File: config.mk
export PLATFORM = sky130hd
export DESIGN_NAME = radix_integer_to_ascii_top
export DESIGN_NICKNAME = d
export VERILOG_FILES = /design/src/sv/ritoa_pkg.sv /design/src/sv/radix_integer_to_ascii_top.sv
export SDC_FILE = /design/constraint.sdc
export NUM_CORES = 1
export LEC_CHECK = 0
export BUFFER_PORTS_ARGS = -buffer_cell sky130_fd_sc_hd__buf_2
export CORE_MARGIN = 1.5
export CORE_UTILIZATION = 56
export CTS_CLUSTER_SIZE = 25
export DETAILED_ROUTE_END_ITERATION = 12
export PLACE_DENSITY = 0.77
export SLEW_MARGIN = 10
export SYNTH_ARGS = -nofsm -noshare
export SYNTH_HDL_FRONTEND = slang
export SYNTH_SLANG_ARGS = --single-unit
File: constraint.sdc
create_clock -name clk_i -period 6.1 [get_ports clk_i]
set_input_delay 0.915 -clock clk_i [delete_from_list [all_inputs] [get_ports clk_i]]
set_output_delay 0.915 -clock clk_i [all_outputs]
set_load 0.05 [all_outputs]
File: src/sv/ritoa_pkg.sv
// ----------------------------------------------------------------------------
// ritoa_pkg
// types, constants and helpers of the radix integer to ascii converter
// ----------------------------------------------------------------------------
package ritoa_pkg;

  localparam int unsigned VALUE_BITS_DEF = 32;
  localparam int unsigned MAX_CHARS_DEF  = 48;

  localparam int unsigned NUMBER_W = 32;
  localparam int unsigned RADIX_W  = 6;
  localparam int unsigned WIDTH_W  = 6;
  localparam int unsigned CHAR_W   = 8;
  localparam int unsigned DIGIT_W  = 6;
  localparam int unsigned IN_W     = 56;

  localparam logic [RADIX_W-1:0] RADIX_MIN = 6'd2;
  localparam logic [RADIX_W-1:0] RADIX_MAX = 6'd36;

  localparam logic [CHAR_W-1:0] ASCII_ZERO  = 8'h30;
  localparam logic [CHAR_W-1:0] ASCII_UPPER = 8'h41;
  localparam logic [CHAR_W-1:0] ASCII_LOWER = 8'h61;
  localparam logic [CHAR_W-1:0] ASCII_MINUS = 8'h2d;
  localparam logic [CHAR_W-1:0] ASCII_SPACE = 8'h20;
  localparam logic [CHAR_W-1:0] ASCII_X     = 8'h78;
  localparam logic [CHAR_W-1:0] ASCII_NUL   = 8'h00;

  typedef enum logic [3:0] {
    ST_IDLE,
    ST_DIV,
    ST_PLAN,
    ST_PAD_LEAD,
    ST_SIGN,
    ST_PFX_ZERO,
    ST_PFX_X,
    ST_PAD_FILL,
    ST_DIGIT,
    ST_ERR
  } state_e;

  // digit value 0..35 to its ascii character
  function automatic logic [CHAR_W-1:0] digit_char(input logic [DIGIT_W-1:0] d,
                                                   input logic upper);
    logic [CHAR_W-1:0] base;
    base = upper ? ASCII_UPPER : ASCII_LOWER;
    if (d <= 6'd9) begin
      digit_char = ASCII_ZERO + CHAR_W'(d);
    end else begin
      digit_char = base + CHAR_W'(d - 6'd10);
    end
  endfunction

endpackage

File: src/sv/radix_integer_to_ascii_top.sv
// ----------------------------------------------------------------------------
// radix_integer_to_ascii_top
// converts one integer per request into ascii text in radix 2 to 36
// ----------------------------------------------------------------------------
// One request carries a number and its formatting; the block answers with the
// text one character per output beat, most significant first, tlast on the
// final one. Digits come from a shared restoring divider that retires one
// quotient bit per cycle. The block takes one request at a time;
// s_axis_tready is high only while it is idle. A radix outside 2 to 36
// gives a single beat with char 0, tlast and tuser set.
module radix_integer_to_ascii_top
  import ritoa_pkg::*;
#(
  parameter int unsigned VALUE_BITS = VALUE_BITS_DEF,  // 8..45
  parameter int unsigned MAX_CHARS  = MAX_CHARS_DEF    // 16..64
) (
  input  logic              clk_i,
  input  logic              rst_ni,
  // request stream
  input  logic              s_axis_tvalid,
  output logic              s_axis_tready,
  // number[31:0] radix[37:32] upper_case[38] treat_signed[39]
  // pad_width[45:40] pad_char[53:46] hex_prefix[54] zero[55]
  input  logic [IN_W-1:0]   s_axis_tdata,
  // character stream
  output logic              m_axis_tvalid,
  input  logic              m_axis_tready,
  output logic [CHAR_W-1:0] m_axis_tdata,   // char_code[7:0]
  output logic              m_axis_tlast,   // last
  output logic              m_axis_tuser    // bad_radix[0]
);

  localparam int unsigned BIT_W = $clog2(VALUE_BITS);
  localparam int unsigned ND_W  = $clog2(VALUE_BITS + 1);
  localparam int unsigned CNT_W = $clog2(64 + MAX_CHARS + VALUE_BITS);

  // request fields
  logic [NUMBER_W-1:0] in_number;
  logic [RADIX_W-1:0]  in_radix;
  logic                in_upper, in_signed, in_pfx;
  logic [WIDTH_W-1:0]  in_width;
  logic [CHAR_W-1:0]   in_pad;
  logic [VALUE_BITS-1:0] in_value;
  logic                in_neg, in_bad;

  assign in_number = s_axis_tdata[31:0];
  assign in_radix  = s_axis_tdata[37:32];
  assign in_upper  = s_axis_tdata[38];
  assign in_signed = s_axis_tdata[39];
  assign in_width  = s_axis_tdata[45:40];
  assign in_pad    = s_axis_tdata[53:46];
  assign in_pfx    = s_axis_tdata[54];
  assign in_value  = VALUE_BITS'(in_number);
  assign in_neg    = in_signed && in_value[VALUE_BITS-1];
  assign in_bad    = (in_radix < RADIX_MIN) || (in_radix > RADIX_MAX);

  state_e state_q, state_d;

  // captured formatting
  logic [RADIX_W-1:0]  radix_q, radix_d;
  logic                upper_q, upper_d;
  logic                pfx_q, pfx_d;
  logic                neg_q, neg_d;
  logic [WIDTH_W-1:0]  width_q, width_d;
  logic [CHAR_W-1:0]   pad_q, pad_d;

  // divider: value/quotient shift register, partial remainder, bit counter
  logic [VALUE_BITS-1:0] val_q, val_d;
  logic [DIGIT_W-1:0]    rem_q, rem_d;
  logic [BIT_W-1:0]      bit_q, bit_d;

  // digit stack, least significant pushed first, top read at entry 0
  logic [DIGIT_W-1:0] dig_q [VALUE_BITS];
  logic [DIGIT_W-1:0] dig_d [VALUE_BITS];
  logic [ND_W-1:0]    nd_q, nd_d;

  logic [CNT_W-1:0] pad_cnt_q, pad_cnt_d;

  // output register
  logic              out_valid_q, out_valid_d;
  logic [CHAR_W-1:0] out_char_q, out_char_d;
  logic              out_last_q, out_last_d;
  logic              out_bad_q, out_bad_d;

  // divider step
  logic [DIGIT_W:0]      trial;
  logic                  q_bit;
  logic [DIGIT_W-1:0]    rem_next;
  logic [VALUE_BITS-1:0] quot_next;
  logic                  digit_done;

  assign trial      = {rem_q, val_q[VALUE_BITS-1]};
  assign q_bit      = trial >= {1'b0, radix_q};
  assign rem_next   = q_bit ? DIGIT_W'(trial - {1'b0, radix_q}) : trial[DIGIT_W-1:0];
  assign quot_next  = {val_q[VALUE_BITS-2:0], q_bit};
  assign digit_done = (bit_q == '0);

  // padding count: width minus text length, never below zero
  logic [CNT_W-1:0] width_sat, text_len, pads;
  logic             space;

  assign space     = (pad_q == ASCII_SPACE);
  assign width_sat = (CNT_W'(width_q) > CNT_W'(MAX_CHARS)) ? CNT_W'(MAX_CHARS)
                                                            : CNT_W'(width_q);
  assign text_len  = CNT_W'(nd_q) + (pfx_q ? CNT_W'(2) : '0) + (neg_q ? CNT_W'(1) : '0);
  assign pads      = (width_sat > text_len) ? (width_sat - text_len) : '0;

  // a beat may be loaded when the output register is free or being drained
  logic load;
  assign load = !out_valid_q || m_axis_tready;

  logic accept;
  assign accept = s_axis_tvalid && s_axis_tready;

  // segment order: lead pad, sign, prefix, fill pad, digits
  state_e after_pfx, after_sign, after_lead;
  assign after_pfx  = (!space && pads != '0) ? ST_PAD_FILL : ST_DIGIT;
  assign after_sign = pfx_q ? ST_PFX_ZERO : after_pfx;
  assign after_lead = neg_q ? ST_SIGN : after_sign;

  // next state
  always_comb begin
    state_d = state_q;
    case (state_q)
      ST_IDLE: begin
        if (accept) begin
          state_d = in_bad ? ST_ERR : ST_DIV;
        end
      end
      ST_DIV: begin
        if (digit_done && quot_next == '0) begin
          state_d = ST_PLAN;
        end
      end
      ST_PLAN: begin
        state_d = (space && pads != '0) ? ST_PAD_LEAD : after_lead;
      end
      ST_PAD_LEAD: begin
        if (load && pad_cnt_q == CNT_W'(1)) begin
          state_d = after_lead;
        end
      end
      ST_SIGN: begin
        if (load) begin
          state_d = after_sign;
        end
      end
      ST_PFX_ZERO: begin
        if (load) begin
          state_d = ST_PFX_X;
        end
      end
      ST_PFX_X: begin
        if (load) begin
          state_d = after_pfx;
        end
      end
      ST_PAD_FILL: begin
        if (load && pad_cnt_q == CNT_W'(1)) begin
          state_d = ST_DIGIT;
        end
      end
      ST_DIGIT: begin
        if (load && nd_q == ND_W'(1)) begin
          state_d = ST_IDLE;
        end
      end
      ST_ERR: begin
        if (load) begin
          state_d = ST_IDLE;
        end
      end
      default: state_d = ST_IDLE;
    endcase
  end

  // beat to emit in each state
  logic              emit;
  logic [CHAR_W-1:0] emit_char;
  logic              emit_last;
  logic              emit_bad;

  always_comb begin
    emit      = 1'b0;
    emit_char = ASCII_NUL;
    emit_last = 1'b0;
    emit_bad  = 1'b0;
    s_axis_tready = 1'b0;
    case (state_q)
      ST_IDLE:     s_axis_tready = 1'b1;
      ST_DIV:      ;
      ST_PLAN:     ;
      ST_PAD_LEAD: begin
        emit      = 1'b1;
        emit_char = pad_q;
      end
      ST_SIGN: begin
        emit      = 1'b1;
        emit_char = ASCII_MINUS;
      end
      ST_PFX_ZERO: begin
        emit      = 1'b1;
        emit_char = ASCII_ZERO;
      end
      ST_PFX_X: begin
        emit      = 1'b1;
        emit_char = ASCII_X;
      end
      ST_PAD_FILL: begin
        emit      = 1'b1;
        emit_char = pad_q;
      end
      ST_DIGIT: begin
        emit      = 1'b1;
        emit_char = digit_char(dig_q[0], upper_q);
        emit_last = (nd_q == ND_W'(1));
      end
      ST_ERR: begin
        emit      = 1'b1;
        emit_last = 1'b1;
        emit_bad  = 1'b1;
      end
      default: ;
    endcase
  end

  // datapath next values
  always_comb begin
    radix_d   = radix_q;
    upper_d   = upper_q;
    pfx_d     = pfx_q;
    neg_d     = neg_q;
    width_d   = width_q;
    pad_d     = pad_q;
    val_d     = val_q;
    rem_d     = rem_q;
    bit_d     = bit_q;
    nd_d      = nd_q;
    pad_cnt_d = pad_cnt_q;
    dig_d     = dig_q;

    if (accept) begin
      radix_d = in_radix;
      upper_d = in_upper;
      pfx_d   = in_pfx;
      neg_d   = in_neg;
      width_d = in_width;
      pad_d   = in_pad;
      val_d   = in_neg ? (VALUE_BITS'(0) - in_value) : in_value;
      rem_d   = '0;
      bit_d   = BIT_W'(VALUE_BITS - 1);
      nd_d    = '0;
    end

    if (state_q == ST_DIV) begin
      val_d = quot_next;
      if (digit_done) begin
        // remainder is the next digit; quotient feeds the next pass
        rem_d = '0;
        bit_d = BIT_W'(VALUE_BITS - 1);
        nd_d  = nd_q + ND_W'(1);
        dig_d[0] = rem_next;
        for (int i = 1; i < VALUE_BITS; i++) begin
          dig_d[i] = dig_q[i-1];
        end
      end else begin
        rem_d = rem_next;
        bit_d = bit_q - BIT_W'(1);
      end
    end

    if (state_q == ST_PLAN) begin
      pad_cnt_d = pads;
    end

    if (load && (state_q == ST_PAD_LEAD || state_q == ST_PAD_FILL)) begin
      pad_cnt_d = pad_cnt_q - CNT_W'(1);
    end

    if (load && state_q == ST_DIGIT) begin
      nd_d = nd_q - ND_W'(1);
      for (int i = 0; i < VALUE_BITS - 1; i++) begin
        dig_d[i] = dig_q[i+1];
      end
    end
  end

  // output register
  always_comb begin
    out_valid_d = out_valid_q;
    out_char_d  = out_char_q;
    out_last_d  = out_last_q;
    out_bad_d   = out_bad_q;
    if (load) begin
      out_valid_d = emit;
      if (emit) begin
        out_char_d = emit_char;
        out_last_d = emit_last;
        out_bad_d  = emit_bad;
      end
    end
  end

  always_ff @(posedge clk_i or negedge rst_ni) begin
    if (!rst_ni) begin
      state_q     <= ST_IDLE;
      out_valid_q <= 1'b0;
      nd_q        <= '0;
      bit_q       <= '0;
      pad_cnt_q   <= '0;
    end else begin
      state_q     <= state_d;
      out_valid_q <= out_valid_d;
      nd_q        <= nd_d;
      bit_q       <= bit_d;
      pad_cnt_q   <= pad_cnt_d;
    end
  end

  always_ff @(posedge clk_i) begin
    radix_q    <= radix_d;
    upper_q    <= upper_d;
    pfx_q      <= pfx_d;
    neg_q      <= neg_d;
    width_q    <= width_d;
    pad_q      <= pad_d;
    val_q      <= val_d;
    rem_q      <= rem_d;
    dig_q      <= dig_d;
    out_char_q <= out_char_d;
    out_last_q <= out_last_d;
    out_bad_q  <= out_bad_d;
  end

  assign m_axis_tvalid = out_valid_q;
  assign m_axis_tdata  = out_char_q;
  assign m_axis_tlast  = out_last_q;
  assign m_axis_tuser  = out_bad_q;

endmodule

==> metrics list, run 1 <==
- FFs w/ async S/R, synth: 8.362%
- Cell Area, Synth: 13,770 um2
- Total vias in the final route: between 9k and 10k
- The tightest min-delay check is of the in -> async type.
- Actual slew at the worst max-slew pin: 1149 ps
- Cts-stage hold buffer count: 0
- Compared with the post-synthesis result, the final layout area differs by 11.47%.
- Yosys warning total: 0
- The final critical path takes up 63.24% of the cycle.
- The netlist uses a little under 70 different library cells.
- Clock skew: 11.06 ps
- The initial antenna violation count came to 0.
- Critical path launch point type: flop
- The clock reaches the later pin of the worst-skew pair after 550 ps.
- Once layout is complete, the utilization of the core stands at 63.29%.
* Area leader, netlist: edfxtp_1
* Filler instances: ~1.9k
- Count of buffers added by post-CTS timing repair for setup: 0
- The placed instances occupy a cell area of 14,340 um2.
- The HPWL after detailed placement is 16,330 um.
* Post-synthesis share of cell area spent on xor and xnor gates: 2.990%
- In the final timing run, aggregate negative setup slack is 0 ps.
- Data arrives at the worst endpoint at 4270 ps.
* Post-synthesis instance total: 1,112
* Setup repair after global routing missed its margin: false
* Area used by sequential logic in the layout: 8498 um2
- Count of unresolved DRC violations after routing: 0
- Summed over all cells, the static leakage comes to 0.005410 uW.
* Fmax: 259.2 MHz
- Portion of synthesized cell area occupied by the leading cell type: around 57%
* Mux cell area share after synthesis: 0.5271%
- Counting the buffers created by CTS gives 30.
- After synthesis, the largest family of logic cells by area is compound AO/OA/AOI/OAI gates.
* Number of gates resized after CTS: 0
- In this run the count of I/O pins placed on the die edge is 72.
- Averaged over all synthesized cells, the footprint is roughly 12 um2.
- Startpoint-to-endpoint class of the critical path: reg -> reg
- Yosys mapped a number of flops with a built-in enable equal to about 260.
* Antenna violation net count after detailed routing: 0
- The run finished with clean final reports.
- STA puts the critical path data required time at 6520 ps.
* Wire length of the first global-routing pass: 43,390 um
* R2r endpoint: dig_q[63]
* Highest ir drop seen on vdd: approximately 0.00040 V
* Register-to-Register Path Depth: 6
* Hold Slack: 362.6 ps
- Final Setup Violations: 0
- Hold violation total from the final report: 0
* Clock transition at the register clock pins on the worst setup and hold paths after CTS: 60 ps
- Most numerous cell in the Yosys netlist: edfxtp_1
- Cell types with the largest area share after synthesis: edfxtp_1 57%, a22o_1 11%, dfrtp_1 4.4%, o21ai_0 2.7%, ha_1 2.5%
- For this run, the leading register cell type out of synthesis is edfxtp_1.
- From left edge to right edge, the die measures 159.8 um.
- Number of sinks handled by clock tree synthesis: between 200 and 300
- Layout net count: 1,242
- List of most frequent post-synthesis cells: 263 x edfxtp_1, 177 x a22o_1, 89 x nand2_1
* Endpoint type of the worst setup path: flop
- Along the worst path, the maximum fanout reaches 105.
- FF-to-FF setup slack: 2240 ps
- TritonCTS built the clock tree.
- Overall routed net length: 26,230 um
- The total count of max-transition violations in the final report is 0.
- Average routed wire per standard cell: ~17 um
- PnR worst setup slack: 2243 ps
- Via count of the first global-routing pass: 8,704
* Number of buffers on the longest clock path: 3
- Post-synthesis net count: 1,203
- Effective utilization at floorplan: a little under three fifths
- Dividing the detail-routed via count by the number of cells gives about 6.
- At the end of routability-driven placement, the weighted congestion stood at approximately 0.9.
* Count of inserted antenna diode cells: 0
* Slew Limit Headroom: 23.42%
* Startpoint of the most critical register-to-register path: state_q[0]
* Die Y: 159.8 um
- Minimum setup slack after placement: around 2300 ps
- Count of port buffers added during placement: 70
* Cell at the root of the clock tree: clkbuf_16
* Post-Synth Simple-Gate Area: 9.316%
* Pin count of the biggest net entering global routing: 115
* Post-route minimum period: 3857 ps
- For this run the aggregate overflow at the end of global routing stands at 0.
- Area fraction in compound gates after synthesis: roughly a fifth
- The initialized floorplan defines 57 standard-cell rows.
* Global Route Usage Sum: approximately a fifth
- The finished cells cover ~15,000 um2.
- After synthesis the netlist holds a flip-flop and latch count of between 200 and 300.
- CTS built an H-tree with a depth of 1.
- Areal power density over the cells: 424.9 nW/um2
- Area of the multi-input gates: 4862 um2
- Post-synthesis adder-cell area fraction: 2.981%
* Drt pass-1 iters: 5
* Max Cap Violations: 0
- After the first detailed-routing iteration, the DRC count stood at 774.
- Die area: 25,530 um2
* Floorplan core area: 24,250 um2
- Layout cells sized above 1: 11.91%
- Of the synthesized area, sequential elements account for 61.73%.
[power by group]
group	leakage, uW	internal, uW	switching [uW]	total [uW]
clock	0.000496	1090	754	1840
sequential	0.00271	2700	313	3020
combinational	0.00221	577	1080	1660
total	0.00541	4370	2150	6520
[cells by family (layout without fill, tap and decap cells)]
| group | count (synthesis) | in the layout |
|---|---|---|
| compound gates | 364 | 364 |
| xor+xnor | 47 | 47 |
| fa+ha+maj | 31 | 31 |
| buf+inv | 107 | 170 |
| flops | 287 | 287 |
| mux | 7 | 7 |
| simple gates | 269 | 269 |
[final cells by class]
class	instances	area share, %
Clock buffer	37	5.397
Clock inverter	19	1.190
Inverter	37	0.9213
Multi-Input combinational cell	718	31.68
Sequential cell	287	55.38
Tap cell	324	2.642
Timing Repair Buffer	77	2.788
[cells in the final DEF (no fill, tap or decap), types with 22 or more instances in the layout]
| cell type | count |
|---|---|
| a22o_1 | 177 |
| xnor2_1 | 35 |
| o21ai_0 | 73 |
| clkbuf_16 | 31 |
| edfxtp_1 | 263 |
| a21oi_1 | 46 |
| buf_2 | 70 |
| nor3_1 | 22 |
| nand2_1 | 88 |
| ha_1 | 28 |
| inv_1 | 35 |
| dfrtp_1 | 24 |
| nor2_1 | 74 |
[per-stage QoR]
step	std cells	power, uW
2_1_floorplan	1112	4256
3_3_place_gp	1443	4632
3_5_place_dp	1443	4681
4_1_cts	1499	6542
5_1_grt	1499	6874
6_report	1499	6520
[registers in the layout, indices dropped and copies added, names as in the netlist]
signal	count
bit_q	5
dig_q	192
m_axis_tdata	8
m_axis_tlast	1
m_axis_tuser	1
m_axis_tvalid	1
nd_q	6
neg_q	1
pad_cnt_q	8
pad_q	8
pfx_q	1
radix_q	6
rem_q	6
state_q	4
upper_q	1
val_q	32
width_q	6
[metal layers]
layer,vias to the layer above,share of wire (%),GRT usage (%)
li1,4388,-,-
met1,4479,47,31.13
met2,270,46,31.34
met3,48,5.1,2.883
met4,0,1.9,5.098
met5,-,0,0
[critical path, cell delays in order, from the launching register on]
cell	delay [ps]
dfrtp_1	790
nand2b_1	260
or3_1	680
or2_2	560
inv_4	770
buf_12	400
a22o_1	200
[worst max path at each step]
| stage | from | endpoint | cells after the start |
|---|---|---|---|
| 2_1_floorplan | state_q[1] | nd_q[0] | 5 |
| 3_3_place_gp | state_q[0] | dig_q[3] | 5 |
| 3_5_place_dp | state_q[0] | dig_q[127] | 6 |
| 4_1_cts | state_q[0] | dig_q[127] | 6 |
| 5_1_grt | state_q[0] | dig_q[93] | 6 |
| 6_report | state_q[0] | dig_q[63] | 6 |
No activity file was read; power rests on OpenSTA's default activity.
==> run 2: changes to the inputs <==
- CORE_UTILIZATION: 56 -> 57
- PLACE_DENSITY: 0.77 -> 0.75
- clock period: 6.1 -> 4 ns (I/O delays scaled with it)
==> run 2 against run 1 <==
Net effect: routed wire length up 0.42%; count of clock-buffer cells in the layout fell by 2; combinational power up 58%; total power increased by 54%; hold slack got worse by 310 ps; global-route usage up 0.68 points; sequential power grew 50%; final cell count rose by 0.33%; first-iteration DRC count increased by 6.7%; cell area rose by 0.85%; register-to-register slack got worse by 1600 ps.
==> metrics list, run 2 (synthesis gave the netlist of run 1 again) <==
* Last element of the critical path: state_q[2]
* Die Span X: 158.4 um (-0.86%)
- The initial antenna violation count was 0 (unchanged).
* Gr ovfl total: 0 (unchanged)
- The number of DRC markers after the initial detailed-route iteration came to 826 (+6.7%).
- Pin count of the biggest net entering global routing: 138 (+20%)
- Antenna violation net count after detailed routing: 0 (unchanged)
- The clock transition time at the flip-flop clock pins of the worst setup and hold paths was 70 ps (about the same).
* R2r endpoint: state_q[2]
* Effective utilization at floorplan: 58.30% (+1.5 points)
* Max reg flops: 192 (unchanged)
- Tracing the worst setup path back leads to its startpoint at neg_q.
- The HPWL after detailed placement came to 16,570 um (+1.5%).
* Overall routed net length: 26,340 um (+0.42%)
- The path class of the tightest hold or removal check is in -> async.
- The cell-internal power is 6788 uW (+55%).
- The peak ir drop on the vdd network came to 0.0005024 V (+27%).
* Number of gates resized after CTS: 0 (unchanged)
* Critical Path RT: 4480 ps (-2040 ps)
* Floorplan core area: 23,610 um2 (-2.6%)
- Count of buffers added by post-CTS timing repair for setup: 0 (unchanged)
- The number of top-level pins came to 72 (unchanged).
* Hold violation total from the final report: 0 (unchanged)
- The number of inserted filler cells in the final layout was 1,758 (-6.2%).
* Startpoint of the most critical register-to-register path: neg_q
- STA classifies the critical path startpoint as a flop.
- Max Cap Violations: 0 (unchanged)
* Clock power frac: 28.6% (+0.3 points)
- The switching power share of the total is 32.44% (-0.53 points).
* Largest registers ranked by flip-flop count: dig_q x192, val_q x32
* Layout net count: 1,253 (+0.89%)
- From synthesis to final layout, the design area changed by 12.41%.
- Startpoint-to-endpoint class of the critical path: reg -> reg
- Post-place instance area: 14,460 um2 (+0.86%)
- Post-route minimum period: 3399 ps (-458.7 ps)
- Setup repair after global routing missed its margin: false
- Layout cells sized above 1: 12.83% (+0.91 points)
* Non-filler cells, final: 1,504 (+0.33%)
* Cell at the root of the clock tree: clkbuf_16
* Cell leakage power: 0.005486 uW (+1.4%)
* Count of unresolved DRC violations after routing: 0 (unchanged)
- The highest fanout seen on the critical path was 7 (-93%).
- The number of placed instances, taps included came to 1,450 (+0.49%).
* Run status: finished clean
* Cts-stage hold buffer count: 0 (unchanged)
- The H-tree depth is 1 (unchanged).
* Areal power density over the cells: 649.2 nW/um2 (+53%)
* Highest routing layer actually used: met4
* Endpoint type of the worst setup path: flop
* Most frequent cells in the layout: 263 x edfxtp_1, 177 x a22o_1, 88 x nand2_1
- The worst slew margin relative to its limit was 37.72% (+14 points).
- The via count of the routed design came to 9,087 (-1.1%).
- Via count of the first global-routing pass: 8,379 (-3.7%)
- The setup-violating endpoint count in the final report was 0 (unchanged).
* Skew-Pair Late Insertion Delay: 560 ps (about the same)
- Clock skew: 17.10 ps (+6.044 ps)
* TritonCTS clock tree: done
- The relative contribution of sequential cells to total power is 45.2% (-1.1 points).
* Number of vias per cell after detailed routing: 6.042 (-1.4%)
- Drt pass-1 iters: 5 (unchanged)
- Fmax: 294.2 MHz (+13%)
- Routed length on met2: 11,690 um (-2.1%)
- The placer congestion estimate was 0.9359 (+6.1%).
- Comb power frac: 26.2% (+0.7 points)
- Wire length of the first global-routing pass: 42,660 um (-1.7%)
- The routed length on met3 was 1295 um (-3.9%).
- Max-slew violations: 0 (unchanged)
- Data arrival time at the worst-slack endpoint: 3880 ps (-390 ps)
- The net switching power came to 3259 uW (+52%).
* FF-to-FF setup slack: 600 ps (-1640 ps)
- Fin crit share: 84.97% (+22 points)
* Die area: 25,090 um2 (-1.7%)
- CTS Buf Count: 29 (-3.3%)
- Reg with most FFs: dig_q
* Commonest non-fill, non-tap cell in the layout: edfxtp_1
* Cell area after layout: 15,480 um2 (+0.85%)
- Actual slew at the worst max-slew pin: 930.7 ps (-218.0 ps)
- The worst reg2reg path depth came to 11 (+5).
* Average routed wire per standard cell: 17.51 um (about the same)
- The count of clock tree sinks is 287 (unchanged).
* Count of inserted antenna diode cells: 0 (unchanged)
- The number of cell rows was 56 (-1.8%).
* Die Y: 158.4 um (-0.86%)
- Global Route Usage Sum: 21.16% (+0.68 points)
- Met1 Routed Length: 12,720 um (+2.3%)
- The clock tree buffer depth came to 3 (unchanged).
- Total negative slack for setup checks: 0 ps (unchanged)
- Count of port buffers added during placement: 70 (unchanged)
[run 2: changes by cell type in the layout (fill, tap and decap cells not counted), moves of 2 or more]
cell,previous run,this run
bufinv_16,3,6
clkbuf_16,31,29
clkbuf_8,3,1
clkinv_1,8,5
buf_4,5,15
clkinv_2,5,7
clkbuf_1,3,5
buf_12,2,4
[run 2: final cells by class]
type / instances / area (um2) / area share, %
Sequential cell: 287 / 8498 / 54.91
Multi-Input combinational cell: 718 / 4877 / 31.51
Clock buffer: 35 / 758.2 / 4.899
Timing Repair Buffer: 89 / 543.0 / 3.509
Tap cell: 319 / 399.1 / 2.579
Clock inverter: 19 / 259.0 / 1.674
Inverter: 37 / 141.4 / 0.9136
[run 2: through the flow]
stage          hold WS [ps]  utilization, %  total power [uW]  worst slack, ps
6_report              49.75           65.54             10050            601.3
5_1_grt               84.18           65.54             10590            361.9
4_1_cts               48.73           65.54             10100            634.8
3_5_place_dp          438.9           61.23              7196            671.4
3_3_place_gp          429.5           61.23              7122            656.4
2_1_floorplan         304.4               -              6478           -49.98
[run 2: power groups by stage]
stage / clock network (uW) / logic [uW] / registers [uW]
global route: 3040 / 2940 / 4610
floorplan: 0 / 1830 / 4640
global placement: 0 / 2560 / 4570
finish: 2880 / 2630 / 4540
CTS: 2930 / 2630 / 4530
detailed placement: 0 / 2620 / 4570
[run 2: worst min-delay path by stage]
stage | start | to | slack [ps] | depth (start not counted)
global route | rst_ni | bit_q[4] | 80 | 1
CTS | rst_ni | bit_q[4] | 50 | 1
global placement | dig_q[9] | dig_q[3] | 430 | 0
detailed placement | dig_q[10] | dig_q[4] | 440 | 0
floorplan | rst_ni | bit_q[0] | 300 | 0
finish | rst_ni | bit_q[4] | 50 | 1
[run 2: critical path, stage by stage (launching register included)]
cell	delay (ps)
edfxtp_1	460
ha_1	270
fa_1	490
inv_1	70
fa_1	440
a211oi_1	290
nor2_1	100
xnor2_1	180
o2111ai_1	310
a311o_1	440
o2111a_1	120
o21ai_0	130
[run 2: routing by layer]
metal / vias up / GRT usage, %
met4: 0 / 5.696
met2: 263 / 31.19
met1: 4363 / 33.04
met5: - / 0
li1: 4414 / -
met3: 47 / 2.831
